File: src/hw/rtl/ovab_queue.sv
`default_nettype none
module ovab_queue #(
    parameter int WIDTH = 64
) (
    input  wire logic             i_clk,
    input  wire logic             i_rst_n,
    input  wire logic             i_valid,
    output logic                  o_ready,
    input  wire logic [WIDTH-1:0] i_data,
    output logic                  o_valid,
    input  wire logic             i_ready,
    output logic [WIDTH-1:0]      o_data
);
    localparam int DEPTH = 4;
    localparam int PW    = $clog2(DEPTH);
    localparam int CW    = $clog2(DEPTH + 1);

    logic [WIDTH-1:0] r_buf [DEPTH];
    logic [PW-1:0]    r_head, r_tail;
    logic [CW-1:0]    r_count;
    logic             push, pop;

    assign o_ready = (r_count != CW'(DEPTH));
    assign o_valid = (r_count != '0);
    assign o_data  = r_buf[r_head];
    assign push    = i_valid && o_ready;
    assign pop     = o_valid && i_ready;

    // pointers and fill level
    always_ff @(posedge i_clk) begin
        if (!i_rst_n) begin
            r_head  <= '0;
            r_tail  <= '0;
            r_count <= '0;
        end else begin
            if (push) r_tail <= r_tail + PW'(1);
            if (pop)  r_head <= r_head + PW'(1);
            r_count <= r_count + CW'(push) - CW'(pop);
        end
    end

    // storage
    always_ff @(posedge i_clk) begin
        if (push) begin
            r_buf[r_tail] <= i_data;
        end
    end

`ifndef SYNTHESIS
    a_no_overfill: assert property (@(posedge i_clk) disable iff (!i_rst_n)
        (r_count == CW'(DEPTH)) |-> !push)
        else $error("queue written while full");
    a_no_underrun: assert property (@(posedge i_clk) disable iff (!i_rst_n)
        (r_count == '0) |-> !pop)
        else $error("queue read while empty");
    a_level_grows: assert property (@(posedge i_clk) disable iff (!i_rst_n)
        (push && !pop) |=> (r_count == $past(r_count) + CW'(1)))
        else $error("queue level lost a beat");
`endif

endmodule
`default_nettype wire

File: config.mk
export PLATFORM = sky130hd
export DESIGN_NAME = ovab_queue
export DESIGN_NICKNAME = d
export VERILOG_FILES = /design/src/hw/rtl/ovab_queue.sv
export SDC_FILE = /design/constraint.sdc
export NUM_CORES = 1
export LEC_CHECK = 0
export BUFFER_PORTS_ARGS = -buffer_cell sky130_fd_sc_hd__buf_2
export CAP_MARGIN = 40
export CELL_PAD_IN_SITES_DETAIL_PLACEMENT = 1
export CELL_PAD_IN_SITES_GLOBAL_PLACEMENT = 2
export CORE_ASPECT_RATIO = 1.75
export CORE_MARGIN = 5
export CORE_UTILIZATION = 35
export CTS_BUF_LIST = sky130_fd_sc_hd__clkbuf_4 sky130_fd_sc_hd__clkbuf_8
export DETAILED_ROUTE_END_ITERATION = 10
export GPL_TIMING_DRIVEN = 0
export PLACE_DENSITY_LB_ADDON = 0.1
export SETUP_SLACK_MARGIN = 0.4
export SLEW_MARGIN = 40
export SYNTH_ARGS = -nofsm -noshare
export SYNTH_HDL_FRONTEND = slang
export SYNTH_SLANG_ARGS = --single-unit
File: constraint.sdc
create_clock -name i_clk -period 5.1 [get_ports i_clk]
set_clock_uncertainty 0.2 [all_clocks]
set_input_delay 0.255 -clock i_clk [delete_from_list [all_inputs] [get_ports i_clk]]
set_output_delay 0.255 -clock i_clk [all_outputs]
set_load 0.005 [all_outputs]
== Yosys cells after proc, flatten, opt, wreduce, memory -nomap -nowiden ==
Memories as Yosys holds them, arrays and structs flattened. A register that Yosys moved wholly into a read port is not among the register bits.
Index checks and enable logic that the tools add are counted.

* Register bits after elaboration: 7
* Latch bits: 0
* Memory bits (writable): 256
* Memory bits (read-only): 0
* Output and inout port bits: 66
* Logic and storage cells: 16
* Memories kept: 1

{| class="wikitable"
|+ Memories
! name !! words !! bits a word !! read ports !! clocked after memory_dff !! write ports !! line !! RTL
|-
| r_buf || 4 || 64 || 1 || 1 || 1 || 18 || <nowiki>logic [WIDTH-1:0] r_buf [DEPTH];</nowiki>
|}

* Add/sub/neg operators: 4
* Multipliers: 0
* Div/mod/pow operators: 0
* Order comparisons: 0
* Equal/unequal tests: 1
* Shift operators: 0
* Mux-type cells: 4
* Bitwise gates (word level): 0
* Reductions and logical operators: 3

{| class="wikitable"
|+ Operators by type and width
! operator !! number
|-
| 2-bit by 1-bit adder with 2-bit output (second input constant) || 2
|-
| 2-bit two-way mux || 2
|-
| 3-bit by 1-bit adder with 3-bit output || 1
|-
| 3-bit inequality test (second input constant) || 1
|-
| 3-bit nonzero test || 1
|-
| 3-bit by 1-bit subtractor with 3-bit output || 1
|-
| 1-bit logical AND || 2
|-
| 1-bit two-way mux || 2
|}

== Longest topological paths before layout ==
Gate-level depths: netlist of the first run.

* Depth after elaboration: 4
* Depth in mapped cells: 11
* Gate-level depth less buffers: 11

== Worst setup path before layout of the first run ==
OpenSTA, ideal clock, no wires.

* Path kind: register -> register
* From: register r_count[1]
* To: memory r_buf[0][0] (enable)
* Setup time: 0.429 ns
* Arrival: 2.331 ns
* Path slack: 2.141 ns
* Stages on the path, launching flop included: 4
* Cells stage by stage: dfxtp_1 nor2_1 a21boi_2 and2_1

* Cells in the longest elaborated chain, start to end: 4

{| class="wikitable"
|+ RTL lines
! element !! line !! RTL
|-
| from (decl) || 20 || <nowiki>logic [CW-1:0] r_count;</nowiki>
|-
| from (signal assigned) || 38 || <nowiki>r_count <= r_count + CW'(push) - CW'(pop);</nowiki>
|-
| 3-bit inequality test || 23 || <nowiki>assign o_ready = (r_count != CW'(DEPTH));</nowiki>
|-
| 1-bit logical AND || 26 || <nowiki>assign push = i_valid && o_ready;</nowiki>
|-
| 1-bit two-way mux || 44 || <nowiki>if (push) begin</nowiki>
|-
| 1-bit two-way mux (not written as such) || 45 || <nowiki>r_buf[r_tail] <= i_data;</nowiki>
|-
| to (decl) || 18 ||
|}

Every way passes these cells.

== Worst setup path after layout of the first run ==
* From: register r_count[1]
* To: register r_count[2]

* Cells in the longest elaborated chain, start to end: 4
* Elaborated cells between the ends (all ways): 6
* Classes of those cells: 2 x add/sub; 1 x eq/ne; 3 x reduce/logical

{| class="wikitable"
|+ RTL lines
! element !! line
|-
| 3-bit inequality test || 23
|-
| 1-bit logical AND || 26
|-
| 3-bit by 1-bit adder with 3-bit output || 38
|-
| 3-bit by 1-bit subtractor with 3-bit output * || 38
|}

Every way passes the cells marked *; elsewhere a longest branch is shown, timed or not.
A chain may end at the register's enable or synchronous reset.

==> results of run 1 <==
worst paths after layout:
path | slack [ns] | end | startpoint | cells after the start
worst min-delay path | 0.26 | r_buf[1][1] | i_data[1] | 2
worst min register to register | 0.35 | r_tail[0] | r_tail[0] | 2
worst max register to register | 2.36 | r_count[2] | r_count[1] | 11
worst max-delay path | 2.36 | r_count[2] | r_count[1] | 11
worst max-delay path: cells and delay by family (launching register included):
family                     cells  cell delay [ns]
DFF                            1             0.48
adders and majority gates      3             0.81
and+or+nand+nor                2             0.30
buffers and inverters          3             0.19
xor gates and xnor gates       2             0.29
AOI/OAI and AO/OA              1             0.37
what timing repair did:
item / CTS / global route
resized for setup: 0 / 0
endpoints found under the hold margin: 265 / 0
hold buffers: 68 / 0
cells in the final DEF (no fill, tap or decap), drive strengths merged:
master       instances
edfxtp             256
mux4                64
nand2                5
and2                 7
diode                2
o31a                 1
o311ai               1
clkbuf              52
dlygate4sd3         68
ha                   6
dfxtp                9
fa                   1
clkinvlp             1
nor2b                3
or3                  1
nor2                 1
clkinv              19
buf                153
bufinv               2
xnor2                4
inv                  5
a21boi               1
mux2i                2
cell type report:
type	instances	area, um^2
Fill cell	2656	15200
Sequential cell	265	7870
Multi-Input combinational cell	97	1740
Timing Repair Buffer	208	1500
Clock buffer	50	632
Tap cell	373	467
Buffer	15	170
Clock inverter	22	149
Inverter	5	18.8
Antenna cell	2	5.00
state kept, by name (all words and copies together) (netlist names), named ones only:
register	count
r_tail	2
r_buf	256
r_count	3
r_head	2
power groups by stage:
| stage | sequential [mW] | combinational (mW) | clock (mW) |
|---|---|---|---|
| after floorplan | 2.74 | 0.797 | 0 |
| after global placement | 2.76 | 1.28 | 0 |
| after detailed placement | 2.75 | 1.35 | 0 |
| after CTS | 2.70 | 1.40 | 1.81 |
| after global routing | 2.72 | 1.47 | 1.89 |
| final | 2.70 | 1.34 | 1.72 |
layer usage:
metal  up-vias  part of all wire (%)  wire (um)
met5         -                     0          0
met4         0                   2.2        455
met3        33                   5.0       1060
met2       115                    56      11800
met1      2480                    37       7690
li1       2135                     -          -
cell families (layout without fill, tap and decap cells):
| logic type | count (synthesis) | count (layout) | share of synthesized area [%] |
|---|---|---|---|
| adder cells (fa/ha/maj) | 7 | 7 | 0.972 |
| other | 0 | 2 | 0 |
| AND/OR/NAND/NOR | 17 | 17 | 0.934 |
| buffers and inverters | 20 | 300 | 1.93 |
| flip-flops | 265 | 265 | 80.4 |
| AO/OA/AOI/OAI | 3 | 3 | 0.294 |
| multiplexers | 66 | 66 | 15.1 |
| XOR/XNOR | 4 | 4 | 0.358 |
==> impl_metrics.toml, run 1 <==
[outcome]
status = "finished clean"

[timing]
fin_crit_ns = 2.74
finalHoldViolCount = 0
fin_setup_tns_ns = 0
setup_viol = 0
slew_headroom_pct = 73.3
fmax_ghz = 0.365
rsz0062_at_grt = "false"
setup_slack_ns = 2.36
fin_crit_sh_pct = 53.7
tightest_slew_ns = 0.398
whs_ns = 0.261
slew_violations = 0

[synthesis]
synth-edff-count = 256
synth_cell_types = 22
ys_seq_area_share_pct = 80.4
synth_cells = 382
synth_nets = 457
syn_avg_cell_area_um2 = 25.6
synth.most_common_cell = "edfxtp_1"
synth_area_leaders = "edfxtp_1, mux4_2, dfxtp_1"
yosys.area.top_type = "edfxtp_1"
synth_commonest_cells = "edfxtp_1, mux4_2, dfxtp_1"
synth_ff_type = "edfxtp_1"
async_reset_ff_share_pct = 0
syn_area_um2 = 9780
synth_top_area_share_pct = 78.6
ys_seq_elements = 265
yosysWarnings = 0

[drt]
routed_wl_mm = 21.0
wl_per_cell_um = 20.3
viasPerCell = 4.59
drc = 0
drt_iter0_markers = 163
detail-route-antenna-nets = 0
first_pass_iters = 4
vias = 4763

[finish]
final_area_um2 = 12500
drive_gt1_share_pct = 42.3
final_core_util_pct = 45.2
final_cells = 1037
areaGrowthSynthToFinish_pct = 28.3
layout.nets = 708

[power]
p_total_mw = 5.75
p_leak_nw = 4.29
power_frac_comb_pct = 23.3
power_frac_seq_pct = 46.9
power.share.clock_pct = 29.9
p_sw_mw = 1.49
p_per_area_nw_per_um2 = 459
power.internal_mw = 4.27
ir_drop_mv = 0.273
swShare_pct = 25.8

[die]
die_w_um = 136
core_um2 = 27800
io_pins = 134
core.rowCount = 81
dieArea_um2 = 31500
die_h_um = 231
start_util_pct = 35.2

[global_routing]
grt_max_degree = 31
grt_use_total_pct = 13.6
grtUsageMet1_pct = 14.1
grt_pass1_vias = 5629
grtUsageMet2_pct = 25.9
grt_pass1_wl_mm = 32.0
antenna_found_initial = 2
met3_usage_pct = 3.71
grt.busiest_layer = "met2"
gr-total-overflow = 0

[critical_path]
endpoint_kind = "flop"
timing.critical_path.arrival_ns = 2.97
cpMostUsedCell = "inv_1"
crit_slowest_cell = "dfxtp_1"
cp-start-kind = "flop"
cp_data_required_time_ns = 5.33
cp_max_fo = 7
cp_cell_sequence = "nor2_1 -> a21boi_2 -> inv_1 -> ha_1 -> inv_1 -> ha_1 -> inv_1 -> fa_1 -> xnor2_1 -> xnor2_1 -> and2_1"
crit_type = "reg -> reg"
critPathMaxStageDelay_ns = 0.48

[clocking]
clkTransAtPathRegs_ns = 0.06
cts_tree = "built"
postCtsSetupRepairBufs = 0
clock_latency_ns = 0.54
htree_levels = 2
cts_max_path_buffers = 3
clkSinkCount = 265
clock-root-buffer = "clkbuf_8"
cts_made_buffers = 41

[hold_path]
hold_path_class = "in -> reg"

[place]
place_congestion = 0.687
place_inst = 895
io_buffers = 132
post-place-ws_ns = 2.37
hpwl_mm = 12.9
dpl_cell_area_um2 = 11100

[flow_run]
max_cap_violations = 0
Power figures use the tool's default switching activity.
==> inputs of run 2 (changes only) <==
==> constraint.sdc (replaced) <==
create_clock -name i_clk -period 2.85 [get_ports i_clk]
set_clock_uncertainty 0.2 [all_clocks]
set_input_delay 0.1425 -clock i_clk [delete_from_list [all_inputs] [get_ports i_clk]]
set_output_delay 0.1425 -clock i_clk [all_outputs]
set_load 0.005 [all_outputs]
==> impl_metrics.toml, run 2 (synthesis gave the netlist of run 1 again) <==
[outcome]
status = "finished clean"

[critical_path]
cp-start-kind = "flop"
crit_family = "adder cells"
endpoint_kind = "flop"
crit_buf_inv = 2
cp_data_required_time_ns = 3.09
cp_cell_sequence = "o31a_1 -> ha_1 -> inv_1 -> ha_1 -> inv_1 -> fa_2 -> xnor2_2 -> xnor2_1 -> and2_1"
crit_slowest_cell = "dfxtp_4"
timing.critical_path.arrival_ns = 2.57
crit_type = "reg -> reg"
critPathMaxStageDelay_ns = 0.37
cp_max_fo = 6

[die]
start_util_pct = 35.2
core_um2 = 27800
dieArea_um2 = 31500
io_pins = 134
core.rowCount = 81
die_h_um = 231
die_w_um = 136

[finish]
reg_top3 = "r_buf: 256 flops, r_count: 3 flops"
areaGrowthSynthToFinish_pct = 28.9
antenna_cells = 0
seq_area_um2 = 7870
layout_commonest_cell = "edfxtp_1"
final_area_um2 = 12600
multi_input_comb_area_um2 = 1750
fill_cells = 2644
layout.nets = 708
top_register = "r_buf"
mostFrequentLayoutCells = "edfxtp_1, buf_2, dlygate4sd3_1, mux4_2, clkbuf_8"
drive_gt1_share_pct = 43.3
largest_reg_flops = 256

[power]
p_total_mw = 10.4
p_leak_nw = 4.32
ir_drop_mv = 0.370
p_per_area_nw_per_um2 = 828

[drt]
wl_per_cell_um = 19.9
viasPerCell = 4.56
routed_wl_mm = 20.6
detail-route-antenna-nets = 0
drt_iter0_markers = 105
vias = 4731
drc = 0
first_pass_iters = 4

[place]
place_congestion = 0.677
post-place-ws_ns = 0.114
dpl_cell_area_um2 = 11100
io_buffers = 132
hpwl_mm = 12.9

[clocking]
htree_levels = 2
cts_made_buffers = 41
clock_latency_ns = 0.54
clkSinkCount = 265
cts_tree = "built"
clock-root-buffer = "clkbuf_8"
cts_max_path_buffers = 3
clkTransAtPathRegs_ns = 0.06

[timing]
whs_ns = 0.148
setup_slack_ns = 0.516
setup_viol = 0
fin_crit_ns = 2.33
slew_violations = 0
tightest_slew_ns = 0.378
slew_headroom_pct = 74.8
rsz0062_at_grt = "true"
finalHoldViolCount = 0
fin_crit_sh_pct = 81.9
fin_setup_tns_ns = 0
fmax_ghz = 0.428

[global_routing]
grt_use_total_pct = 13.6
grt_max_degree = 27
grt_pass1_vias = 5606
gr-total-overflow = 0
antenna_found_initial = 0
grt_pass1_wl_mm = 31.9

[hold_path]
hold_path_class = "in -> reg"

[flow_run]
max_cap_violations = 0
[run 2: cell types whose count changed in the layout (fill, tap and decap cells not counted), sizes merged]
cell,change
bufinv,+1
clkinvlp,+1
buf,+1
diode,-2
clkbuf,-2
dlygate4sd3,-1
clkinv,+3
[run 2: report_power, final]
| part | switching, mW | total, mW | internal (mW) |
|---|---|---|---|
| Clock | 1.45 | 3.20 | 1.75 |
| Combinational | 1.11 | 2.41 | 1.29 |
| Sequential | 0.114 | 4.84 | 4.72 |
| Total | 2.68 | 10.4 | 7.77 |
[run 2: final timing paths]
path | from | endpoint | slack (ns) | cells after the start
worst max-delay path | r_count[1] | r_count[2] | 0.52 | 9
worst min-delay path | i_data[50] | r_buf[2][50] | 0.15 | 2
worst max register to register | r_count[1] | r_count[2] | 0.52 | 9
worst min register to register | r_tail[0] | r_tail[0] | 0.32 | 2
[run 2: per-layer routing]
layer / vias to the layer above / track usage, % / share of wire [%]
met5: - / 0 / 0
met1: 2441 / 13.9 / 35
met3: 34 / 3.24 / 5.0
met4: 0 / 5.14 / 2.7
met2: 127 / 26.0 / 57
li1: 2129 / - / -
[run 2: layout make-up]
class | count | area share, %
inverter | 5 | 0.149
multi-input combinational | 97 | 13.9
tap | 373 | 3.70
clock buffer | 48 | 4.99
sequential | 265 | 62.4
buffer | 15 | 1.35
clock inverter | 27 | 1.59
timing repair buffer | 208 | 11.9
[run 2: timing repair]
item | CTS | global route
pin swaps | 1 | 0
setup endpoints to repair | 24 | 33
buffers inserted | 1 | 0
hold buffers | 67 | 0
resized for setup | 2 | 5
hold endpoints to repair | 265 | 0
[run 2: through the flow]
step	cells	util (%)
global route	1038	45.4
detailed placement	895	39.9
CTS	1038	45.4
floorplan	382	-
finish	1038	45.4
global placement	887	39.3
