==> src/hw/rtl/ovab_pkg.sv <==
`default_nettype none
package ovab_pkg;

    // field widths fixed by the pixel and register formats
    localparam int CH_W       = 8;
    localparam int POS_W      = 12;
    localparam int CFG_IDX_W  = 3;
    localparam int CFG_DATA_W = 24;
    localparam int SCALE_W    = 24;
    localparam int OVL_DIM_W  = 9;
    localparam int OUT_DIM_W  = 13;

    // register indexes
    localparam logic [CFG_IDX_W-1:0] REG_ENABLE  = 3'd0;
    localparam logic [CFG_IDX_W-1:0] REG_OVL_W   = 3'd1;
    localparam logic [CFG_IDX_W-1:0] REG_OVL_H   = 3'd2;
    localparam logic [CFG_IDX_W-1:0] REG_OUT_W   = 3'd3;
    localparam logic [CFG_IDX_W-1:0] REG_OUT_H   = 3'd4;
    localparam logic [CFG_IDX_W-1:0] REG_SCALE_X = 3'd5;
    localparam logic [CFG_IDX_W-1:0] REG_SCALE_Y = 3'd6;

    // item opcodes
    localparam logic OP_WRITE = 1'b0;
    localparam logic OP_BLEND = 1'b1;

    typedef struct packed {
        logic                 enable;
        logic [OVL_DIM_W-1:0] ovl_w;
        logic [OVL_DIM_W-1:0] ovl_h;
        logic [OUT_DIM_W-1:0] out_w;
        logic [OUT_DIM_W-1:0] out_h;
        logic [SCALE_W-1:0]   scale_x;
        logic [SCALE_W-1:0]   scale_y;
    } t_cfg;

    // exact x / 255 for any x up to 255 * 255
    function automatic logic [CH_W-1:0] div255(input logic [15:0] x);
        logic [16:0] t;
        t = {1'b0, x} + 17'd1 + {9'd0, x[15:8]};
        return t[15:8];
    endfunction

endpackage
`default_nettype wire

==> src/hw/rtl/ovab_front.sv <==
`default_nettype none
module ovab_front import ovab_pkg::*; #(
    parameter int MAX_OVL_WIDTH  = 256,
    parameter int MAX_OVL_HEIGHT = 256,
    parameter int FRAC_BITS      = 16,
    parameter int ENTRY_W        = 4 + 2*8 + 2*8 + 2*16 + 32
) (
    input  wire logic               i_clk,
    input  wire logic               i_rst_n,
    input  wire t_cfg               i_cfg,
    input  wire logic               i_valid,
    input  wire logic               i_opcode,
    input  wire logic [POS_W-1:0]   i_pos_x,
    input  wire logic [POS_W-1:0]   i_pos_y,
    input  wire logic [CH_W-1:0]    i_red,
    input  wire logic [CH_W-1:0]    i_green,
    input  wire logic [CH_W-1:0]    i_blue,
    input  wire logic [CH_W-1:0]    i_alpha,
    output logic                    o_ready,
    output logic                    o_valid,
    input  wire logic               i_ready,
    output logic [ENTRY_W-1:0]      o_entry
);
    localparam int XW   = $clog2(MAX_OVL_WIDTH);
    localparam int YW   = $clog2(MAX_OVL_HEIGHT);
    localparam int OWW  = $clog2(MAX_OVL_WIDTH + 1);
    localparam int OHW  = $clog2(MAX_OVL_HEIGHT + 1);
    localparam int QW   = POS_W + SCALE_W;
    // reciprocal of the store row length, exact for any 12-bit column
    localparam int DK   = POS_W + XW + 1;
    localparam int DM   = ((1 << DK) + MAX_OVL_WIDTH - 1) / MAX_OVL_WIDTH;
    localparam int DMW  = $clog2(DM + 1);

    typedef struct packed {
        logic                 vid;
        logic                 wr;
        logic                 blend;
        logic                 zero;
        logic [XW-1:0]        x0;
        logic [XW-1:0]        x1;
        logic [YW-1:0]        y0;
        logic [YW-1:0]        y1;
        logic [FRAC_BITS-1:0] fx;
        logic [FRAC_BITS-1:0] fy;
        logic [CH_W-1:0]      red;
        logic [CH_W-1:0]      green;
        logic [CH_W-1:0]      blue;
        logic [CH_W-1:0]      alpha;
    } t_entry;

    logic en;
    logic r_s1_v, r_s2_v;

    logic             r_s1_op;
    logic [POS_W-1:0] r_s1_px, r_s1_py;
    logic [CH_W-1:0]  r_s1_r, r_s1_g, r_s1_b, r_s1_a;
    logic             r_s1_blend, r_s1_eq;
    logic [QW-1:0]    r_s1_qx, r_s1_qy;
    logic [POS_W-1:0] r_s1_q;
    t_entry           r_s2;

    logic [POS_W+DMW-1:0] dprod, dshift;

    assign en      = !r_s2_v || i_ready;
    assign o_ready = en;
    assign o_valid = r_s2_v;
    assign o_entry = ENTRY_W'(r_s2);

    assign dprod  = (POS_W+DMW)'(i_pos_x) * (POS_W+DMW)'(DM);
    assign dshift = dprod >> DK;

    // valid pipe
    always_ff @(posedge i_clk) begin
        if (!i_rst_n) begin
            r_s1_v <= 1'b0;
            r_s2_v <= 1'b0;
        end else if (en) begin
            r_s1_v <= i_valid;
            r_s2_v <= r_s1_v;
        end
    end

    // stage one: classify and scale the position
    always_ff @(posedge i_clk) begin
        if (en) begin
            r_s1_op    <= i_opcode;
            r_s1_px    <= i_pos_x;
            r_s1_py    <= i_pos_y;
            r_s1_r     <= i_red;
            r_s1_g     <= i_green;
            r_s1_b     <= i_blue;
            r_s1_a     <= i_alpha;
            r_s1_blend <= i_cfg.enable && ({1'b0, i_pos_x} < i_cfg.out_w)
                          && ({1'b0, i_pos_y} < i_cfg.out_h);
            r_s1_eq    <= ({4'd0, i_cfg.ovl_w} == i_cfg.out_w)
                          && ({4'd0, i_cfg.ovl_h} == i_cfg.out_h);
            r_s1_qx    <= QW'(i_pos_x) * QW'(i_cfg.scale_x);
            r_s1_qy    <= QW'(i_pos_y) * QW'(i_cfg.scale_y);
            r_s1_q     <= dshift[POS_W-1:0];
        end
    end

    // stage two: neighbour coordinates
    logic [OWW-1:0]   ow;
    logic [OHW-1:0]   oh;
    logic [XW-1:0]    ow_m1, bx0, bx1;
    logic [YW-1:0]    oh_m1, by0, by1;
    logic [QW-1:0]    ix, iy;
    logic [POS_W-1:0] rem;
    logic [POS_W:0]   ye;
    t_entry           nx;

    always_comb begin
        if (i_cfg.ovl_w == '0)
            ow = OWW'(1);
        else if (32'(i_cfg.ovl_w) > MAX_OVL_WIDTH)
            ow = OWW'(MAX_OVL_WIDTH);
        else
            ow = OWW'(i_cfg.ovl_w);
        if (i_cfg.ovl_h == '0)
            oh = OHW'(1);
        else if (32'(i_cfg.ovl_h) > MAX_OVL_HEIGHT)
            oh = OHW'(MAX_OVL_HEIGHT);
        else
            oh = OHW'(i_cfg.ovl_h);
        ow_m1 = XW'(ow - OWW'(1));
        oh_m1 = YW'(oh - OHW'(1));

        ix  = r_s1_qx >> FRAC_BITS;
        iy  = r_s1_qy >> FRAC_BITS;
        bx0 = (ix > QW'(ow_m1)) ? ow_m1 : ix[XW-1:0];
        by0 = (iy > QW'(oh_m1)) ? oh_m1 : iy[YW-1:0];
        bx1 = (bx0 == ow_m1) ? ow_m1 : bx0 + XW'(1);
        by1 = (by0 == oh_m1) ? oh_m1 : by0 + YW'(1);

        // same-size case: linear store index wraps into later rows
        rem = POS_W'(32'(r_s1_px) - 32'(r_s1_q) * MAX_OVL_WIDTH);
        ye  = {1'b0, r_s1_py} + {1'b0, r_s1_q};

        nx       = '0;
        nx.vid   = (r_s1_op == OP_BLEND);
        nx.blend = r_s1_blend;
        nx.red   = r_s1_r;
        nx.green = r_s1_g;
        nx.blue  = r_s1_b;
        nx.alpha = r_s1_a;
        if (r_s1_op == OP_WRITE) begin
            nx.wr = ({1'b0, r_s1_px} < (POS_W+1)'(MAX_OVL_WIDTH))
                    && ({1'b0, r_s1_py} < (POS_W+1)'(MAX_OVL_HEIGHT));
            nx.x0 = r_s1_px[XW-1:0];
            nx.x1 = r_s1_px[XW-1:0];
            nx.y0 = r_s1_py[YW-1:0];
            nx.y1 = r_s1_py[YW-1:0];
        end else if (r_s1_eq) begin
            nx.zero = (32'(ye) >= MAX_OVL_HEIGHT);
            nx.x0   = rem[XW-1:0];
            nx.x1   = rem[XW-1:0];
            nx.y0   = ye[YW-1:0];
            nx.y1   = ye[YW-1:0];
        end else begin
            nx.x0 = bx0;
            nx.x1 = bx1;
            nx.y0 = by0;
            nx.y1 = by1;
            nx.fx = r_s1_qx[FRAC_BITS-1:0];
            nx.fy = r_s1_qy[FRAC_BITS-1:0];
        end
    end

    always_ff @(posedge i_clk) begin
        if (en) begin
            r_s2 <= nx;
        end
    end

endmodule
`default_nettype wire

==> config.mk <==
export PLATFORM = sky130hd
export DESIGN_NAME = ovab_front
export DESIGN_NICKNAME = d
export VERILOG_FILES = /design/src/hw/rtl/ovab_pkg.sv /design/src/hw/rtl/ovab_front.sv
export SDC_FILE = /design/constraint.sdc
export NUM_CORES = 2
export LEC_CHECK = 0
export BUFFER_PORTS_ARGS = -buffer_cell sky130_fd_sc_hd__buf_2
export CAP_MARGIN = 30
export CORE_MARGIN = 1
export CORE_UTILIZATION = 45
export CTS_CLUSTER_SIZE = 14
export DETAILED_ROUTE_END_ITERATION = 10
export GPL_ROUTABILITY_DRIVEN = 1
export PLACE_DENSITY_LB_ADDON = 0.25
export SLEW_MARGIN = 25
export SYNTH_ARGS = -nofsm -noshare
export SYNTH_HDL_FRONTEND = slang
export SYNTH_SLANG_ARGS = --single-unit
==> constraint.sdc <==
create_clock -name i_clk -period 9.6 [get_ports i_clk]
set_input_delay 0.96 -clock i_clk [delete_from_list [all_inputs] [get_ports i_clk]]
set_output_delay 0.96 -clock i_clk [all_outputs]
set_load 0.01 [all_outputs]
; Yosys cells after proc, flatten, opt, wreduce, memory -nomap -nowiden
; Index checks and enable logic that the tools add are counted.
[classes]
bitwise = 1
mul = 2
muxes = 10
eq_ne = 4
div_mod_pow = 0
n_addsub = 6
n_lt_le_gt_ge = 9
n_reduce_logical = 10
shifts = 0
[ops]
columns = operator, n
row1 = 12-bit by 24-bit multiplier with 36-bit output, 2
row2 = 32-bit two-way mux, 2
row3 = 8-bit two-way mux, 8
row4 = 20-bit by 8-bit > comparator with 1-bit output, 2
row5 = 9-bit by 13-bit equality test with 1-bit output, 2
row6 = 12-bit by 13-bit < comparator with 1-bit output, 2
row7 = 12-bit by 9-bit < comparator with 1-bit output (second input constant), 2
row8 = 8-bit by 1-bit subtractor with 8-bit output (second input constant), 3
row9 = 9-bit > comparator (second input constant), 2
row10 = 9-bit zero test, 2
row11 = 8-bit by 1-bit adder with 8-bit output (second input constant), 2
row12 = 8-bit equality test, 2
row13 = 12-bit by 4-bit adder with 13-bit output, 1
row14 = 13-bit by 9-bit greater-or-equal comparator with 1-bit output (second input constant), 1
row15 = 1-bit logical AND, 4
row16 = 2-bit AND reduction, 1
row17 = 2-bit OR reduction, 1
row18 = 1-bit zero test, 1
row19 = 1-bit logical OR, 1
row20 = 1-bit inverter, 1
[totals]
regBits = 237
mem_count = 0
output_inout_bits = 102
wordCells = 70
romBits = 0
ramBits = 0
latchBits = 0
inputBits = 154

; Longest topological paths before layout
[depth]
depth_word = 10
depth_mapped = 24
ltp_nobuf = 22

; Worst setup path before layout
; Ideal clock, no wire load.
[synth_path]
path_kind = input to output
from = input i_ready
to = output o_ready
slack_ns = 2.030
cell_stages = 1
n_path_buf = 0
arrival_time_ns = 6.610
cell_sequence = nand2b_1
[synth_between]
elab_chain_len = 1
[synth_lines]
columns = item, line_no
row1 = "start, declared", ovab_front.sv:21  ; input wire logic i_ready,
row2 = 1-bit logical OR, ovab_front.sv:64  ; assign en = !r_s2_v || i_ready;
row3 = "end, declared", ovab_front.sv:19  ; output logic o_ready,
; No other way between the ends.

; Final worst setup path
[layout_path]
from = input i_pos_x[3]
to = register r_s1_qx[32] (data pin)
[layout_between]
elab_chain_len = 1
[layout_lines]
columns = item, line_no
row1 = "start, declared", ovab_front.sv:13  ; input wire logic [POS_W-1:0] i_pos_x,
row2 = 12-bit by 24-bit multiplier with 36-bit output, ovab_front.sv:97  ; r_s1_qx <= QW'(i_pos_x) * QW'(i_cfg.scale_x);
row3 = "end signal, assigned", ovab_front.sv:97
row4 = "end, declared", ovab_front.sv:58  ; logic [QW-1:0] r_s1_qx, r_s1_qy;
; No other way between the ends.
; A chain may end at the register's enable or synchronous reset.

==> tab_implementation.tex <==
\begin{tabular}{lr}
\hline
Metric & Value \\
\hline
\multicolumn{2}{l}{\textbf{Status}} \\
\quad Outcome & finished, final reports clean \\
\multicolumn{2}{l}{\textbf{Floorplanning}} \\
\quad Width of the chip & 251 um \\
\quad Vertical extent of the die & 251 um \\
\quad Num ports & 256 \\
\quad Die area & 0.0632 mm\^{}2 \\
\quad Starting density of the core & 0.454 \\
\quad Core area & 0.0616 mm\^{}2 \\
\quad Core Rows & 91 \\
\multicolumn{2}{l}{\textbf{Flow run}} \\
\quad Max-cap violations & 0 \\
\multicolumn{2}{l}{\textbf{Route}} \\
\quad Residual DRC & 0 \\
\quad Remaining antenna violation count after routing & 0 \\
\quad Detailed-routed wire length on met3 & 4490 um \\
\quad Starting DRT DRC Count & 1111 \\
\quad Uppermost routed layer & met5 \\
\quad Average wire per cell in the routed design & 18.2 um \\
\quad Detailed-routed wire length on met2 & 32800 um \\
\quad Via density & 5.25 \\
\quad Routed metal-1 wire length & 31200 um \\
\quad Count of TritonRoute iterations in the first routing pass & 5 \\
\quad Final wirelength & 70100 um \\
\quad Total number of vias & 20200 \\
\multicolumn{2}{l}{\textbf{Global routing}} \\
\quad Via count of the first global-routing pass & 21100 \\
\quad Remaining Overflow, GRT & 0 \\
\quad Maximum number of pins on one net before global-route repair & 73 \\
\quad GRT Overall Usage & 0.224 \\
\quad Initial antenna violation count & 9 \\
\quad Wire length of the first global-routing pass & 112000 um \\
\multicolumn{2}{l}{\textbf{Worst setup path}} \\
\quad Critical Path End Type & register \\
\quad Combined buffer and inverter count along the critical path & 4 \\
\quad Crit path kind & in -> reg \\
\quad Cell family contributing the most delay on the critical path & adder cells \\
\quad Most frequent cell on the critical path & sky130\_fd\_sc\_hd\_\_fa\_1 \\
\quad Arrival @ worst endpoint & 6.97 ns \\
\quad Startpoint types & primary input \\
\quad Top fanout value on the critical path & 26 \\
\quad Worst-path cell chain & buf\_2 -> nand2\_1 -> fa\_1 -> inv\_1 -> fa\_1 -> inv\_1 -> fa\_1 -> inv\_1 -> fa\_1 -> fa\_1 -> ha\_1 -> nor3\_1 -> a211oi\_1 -> a2111oi\_1 -> nor4\_1 -> or4\_1 -> nand3\_1 \\
\quad Master of the slowest instance on the critical path & sky130\_fd\_sc\_hd\_\_a2111oi\_1 \\
\quad Crit-path max cell delay & 0.87 ns \\
\quad Critical path required time & 9.99 ns \\
\multicolumn{2}{l}{\textbf{Clock tree}} \\
\quad Clock sinks & 233 \\
\quad Post-CTS Hold Fix Bufs & 0 \\
\quad Resized cells post-CTS & 0 \\
\quad Deepest level of the CTS H-tree & 1 \\
\quad Number of buffers inserted during clock tree synthesis & 26 \\
\quad Clk\_lat worst skew & 0.53 ns \\
\quad CTS tree & done \\
\quad Number of setup buffers added after CTS & 0 \\
\quad Clock slew at reported path FFs & 0.06 ns \\
\quad Clock tree root buffer cell & sky130\_fd\_sc\_hd\_\_clkbuf\_16 \\
\quad Clock tree buffer depth & 3 \\
\multicolumn{2}{l}{\textbf{STA}} \\
\quad Fin Setup TNS & 0 ns \\
\quad Period Utilization, post-route & 0.686 \\
\quad Worst relative slew slack & 0.397 \\
\quad Final hold vios & 0 \\
\quad Count of final setup violators & 0 \\
\quad Final clock skew & 0.0185 ns \\
\quad Maximum achievable frequency & 152 MHz \\
\quad Final critical delay including setup and external delays & 6.58 ns \\
\quad Least-Margin Pin Slew & 0.902 ns \\
\quad Setup repair after global routing missed its margin & no \\
\quad Final Max Slew Viols & 0 \\
\multicolumn{2}{l}{\textbf{Pwr}} \\
\quad Leak & 14.5 nW \\
\quad Sequential cell fraction of total power & 0.190 \\
\quad Internal power contribution & 0.00530 W \\
\quad Part of the total power dissipated in the clock network & 0.103 \\
\quad Net Sw Power & 0.00453 W \\
\quad Logic gate share of total power & 0.707 \\
\quad Cell area power density & 319 mW/mm\^{}2 \\
\quad VDD IR max & 301 uV \\
\quad Sw Ratio & 0.461 \\
\multicolumn{2}{l}{\textbf{Placed design}} \\
\quad HPWL after detailed placement & 54500 um \\
\quad Total of buffers placed on input and output ports & 255 \\
\quad Final RePlAce weighted congestion & 0.879 \\
\multicolumn{2}{l}{\textbf{Yosys}} \\
\quad Share of synthesized area occupied by flip-flops and latches & 0.249 \\
\quad Synthesized area & 0.0280 mm\^{}2 \\
\quad Number of warnings issued by yosys & 0 \\
\quad Synthesis-stage register bit count & 233 \\
\quad Async set-reset flop share out of synthesis & 0 \\
\quad Unique cell type count in the Yosys netlist & 83 \\
\quad Count of flip-flops with a built-in enable after synthesis & 231 \\
\quad Post-synthesis instance total & 2814 \\
\quad Flip-flop cell with the highest count after synthesis & sky130\_fd\_sc\_hd\_\_edfxtp\_1 \\
\quad Syn Area/Cell & 9.94 um\^{}2 \\
\quad Number of nets produced by synthesis & 3601 \\
\multicolumn{2}{l}{\textbf{Finish}} \\
\quad Layout cells sized above 1 & 0.107 \\
\quad Total Nets Final & 3765 \\
\quad Utilization after layout & 0.500 \\
\quad Area growth syn-to-layout & 9.99\% \\
\multicolumn{2}{l}{\textbf{Hold path}} \\
\quad Worst min-delay path category & reg -> reg \\
\hline
\end{tabular}
synth_stat cells, drive strengths merged (3+ instances only):
cell type,count,share of area
nor2,53,0.0071
a211o,3,0.00094
clkbuf,117,0.016
o31ai,5,0.0013
a31oi,12,0.0027
and3,14,0.0031
fa,441,0.32
nand2,432,0.058
or3,4,0.0011
ha,192,0.086
o221ai,3,0.00094
o21bai,10,0.0027
a41oi,3,0.00094
o31a,4,0.0013
o22ai,3,0.00067
o211ai,12,0.0032
mux2i,22,0.0079
edfxtp,231,0.25
nor3,20,0.0036
a21o,17,0.0046
mux2,3,0.0013
nand3,37,0.0066
inv,520,0.070
buf,7,0.0014
o311ai,5,0.0018
o21a,14,0.0038
xnor2,70,0.022
nor2b,24,0.0054
nand2b,15,0.0034
a2111oi,4,0.0015
or4,3,0.00094
nor4,22,0.0051
nand4,12,0.0027
o21ai,61,0.011
or2,10,0.0022
a211oi,7,0.0019
xor2,33,0.010
and2,246,0.055
a21oi,88,0.016
layer usage:
metal	track usage	vias up
met5	0	-
met4	0.0613	4
met3	0.0342	107
met2	0.366	669
met1	0.312	10200
li1	-	9198
layout make-up:
cell class,count,area [um^2]
clock buffer,34,732
fill,5643,30800
sequential,233,6980
inverter,520,1950
clock inverter,13,145
tap,837,1050
multi-input combinational,1937,18600
timing repair buffer,260,1310
antenna,8,20.0
power by group through the flow:
stage,logic [W],registers (W),clock network (W)
2_1_floorplan,0.00522,0.00187,0
3_3_place_gp,0.00675,0.00188,0
3_5_place_dp,0.00688,0.00188,0
4_1_cts,0.00693,0.00186,0.00104
5_1_grt,0.00781,0.00189,0.00108
6_report,0.00694,0.00186,0.00101
cells in the final DEF (no fill, tap or decap), drive strengths merged, types with 7 or more instances in the layout:
cell type,netlist,final
nand2,432,432
fa,441,441
nand3,37,37
nor4,22,22
clkinv,0,8
nand4,12,12
o21a,14,14
o21ai,61,61
and3,14,14
nand2b,15,15
nor2,53,53
o211ai,12,12
nor3,20,20
buf,7,260
o21bai,10,10
a21oi,88,88
xor2,33,33
nor2b,24,24
edfxtp,231,231
a211oi,7,7
a21o,17,17
diode,0,8
mux2i,22,22
clkbuf,117,34
xnor2,70,70
or2,10,10
ha,192,192
a31oi,12,12
and2,246,246
inv,520,520
worst paths after layout:
path                                               to  cells past startpoint  slack, ns                   from
worst min register to register  o_entry[14]$_DFFE_PP_                      0       0.42    r_s1_b[6]$_DFFE_PP_
worst min-delay path            o_entry[14]$_DFFE_PP_                      0       0.42    r_s1_b[6]$_DFFE_PP_
worst max-delay path            r_s1_qx[32]$_DFFE_PP_                     17       3.02             i_pos_x[3]
worst max register to register  o_entry[84]$_DFFE_PP_                     11       6.04  r_s1_qx[22]$_DFFE_PP_
cell families after synthesis:
logic type | Yosys count | share of synthesized area
adders and majority gates | 633 | 0.401
xor gates and xnor gates | 104 | 0.0330
buffers and inverters | 644 | 0.0868
DFF | 233 | 0.249
and+or+nand+nor | 901 | 0.157
AOI/OAI and AO/OA | 274 | 0.0631
muxes | 25 | 0.00921
sequential cells by signal (all words and copies together), names as in the netlist, 8 cells and up:
| name | count |
|---|---|
| o_entry | 100 |
| r_s1_qx | 36 |
| r_s1_qy | 36 |
| r_s1_px | 12 |
| r_s1_py | 12 |
| r_s1_a | 8 |
| r_s1_b | 8 |
| r_s1_g | 8 |
| r_s1_r | 8 |
stage by stage:
| stage | hold WS [ns] | cell area (um^2) | setup WS (ns) | power, W | instances |
|---|---|---|---|---|---|
| after floorplan | 0.400 | 28000 | 2.03 | 0.00709 | 2814 |
| after global placement | 0.400 | 29900 | 2.57 | 0.00863 | 3787 |
| after detailed placement | 0.405 | 29900 | 2.36 | 0.00876 | 3787 |
| after CTS | 0.414 | 30800 | 2.91 | 0.00983 | 3834 |
| after global routing | 0.416 | 30800 | 2.69 | 0.0108 | 3841 |
| final | 0.417 | 30800 | 3.02 | 0.00982 | 3842 |
Note: power is estimated with default switching activity, not from simulation.
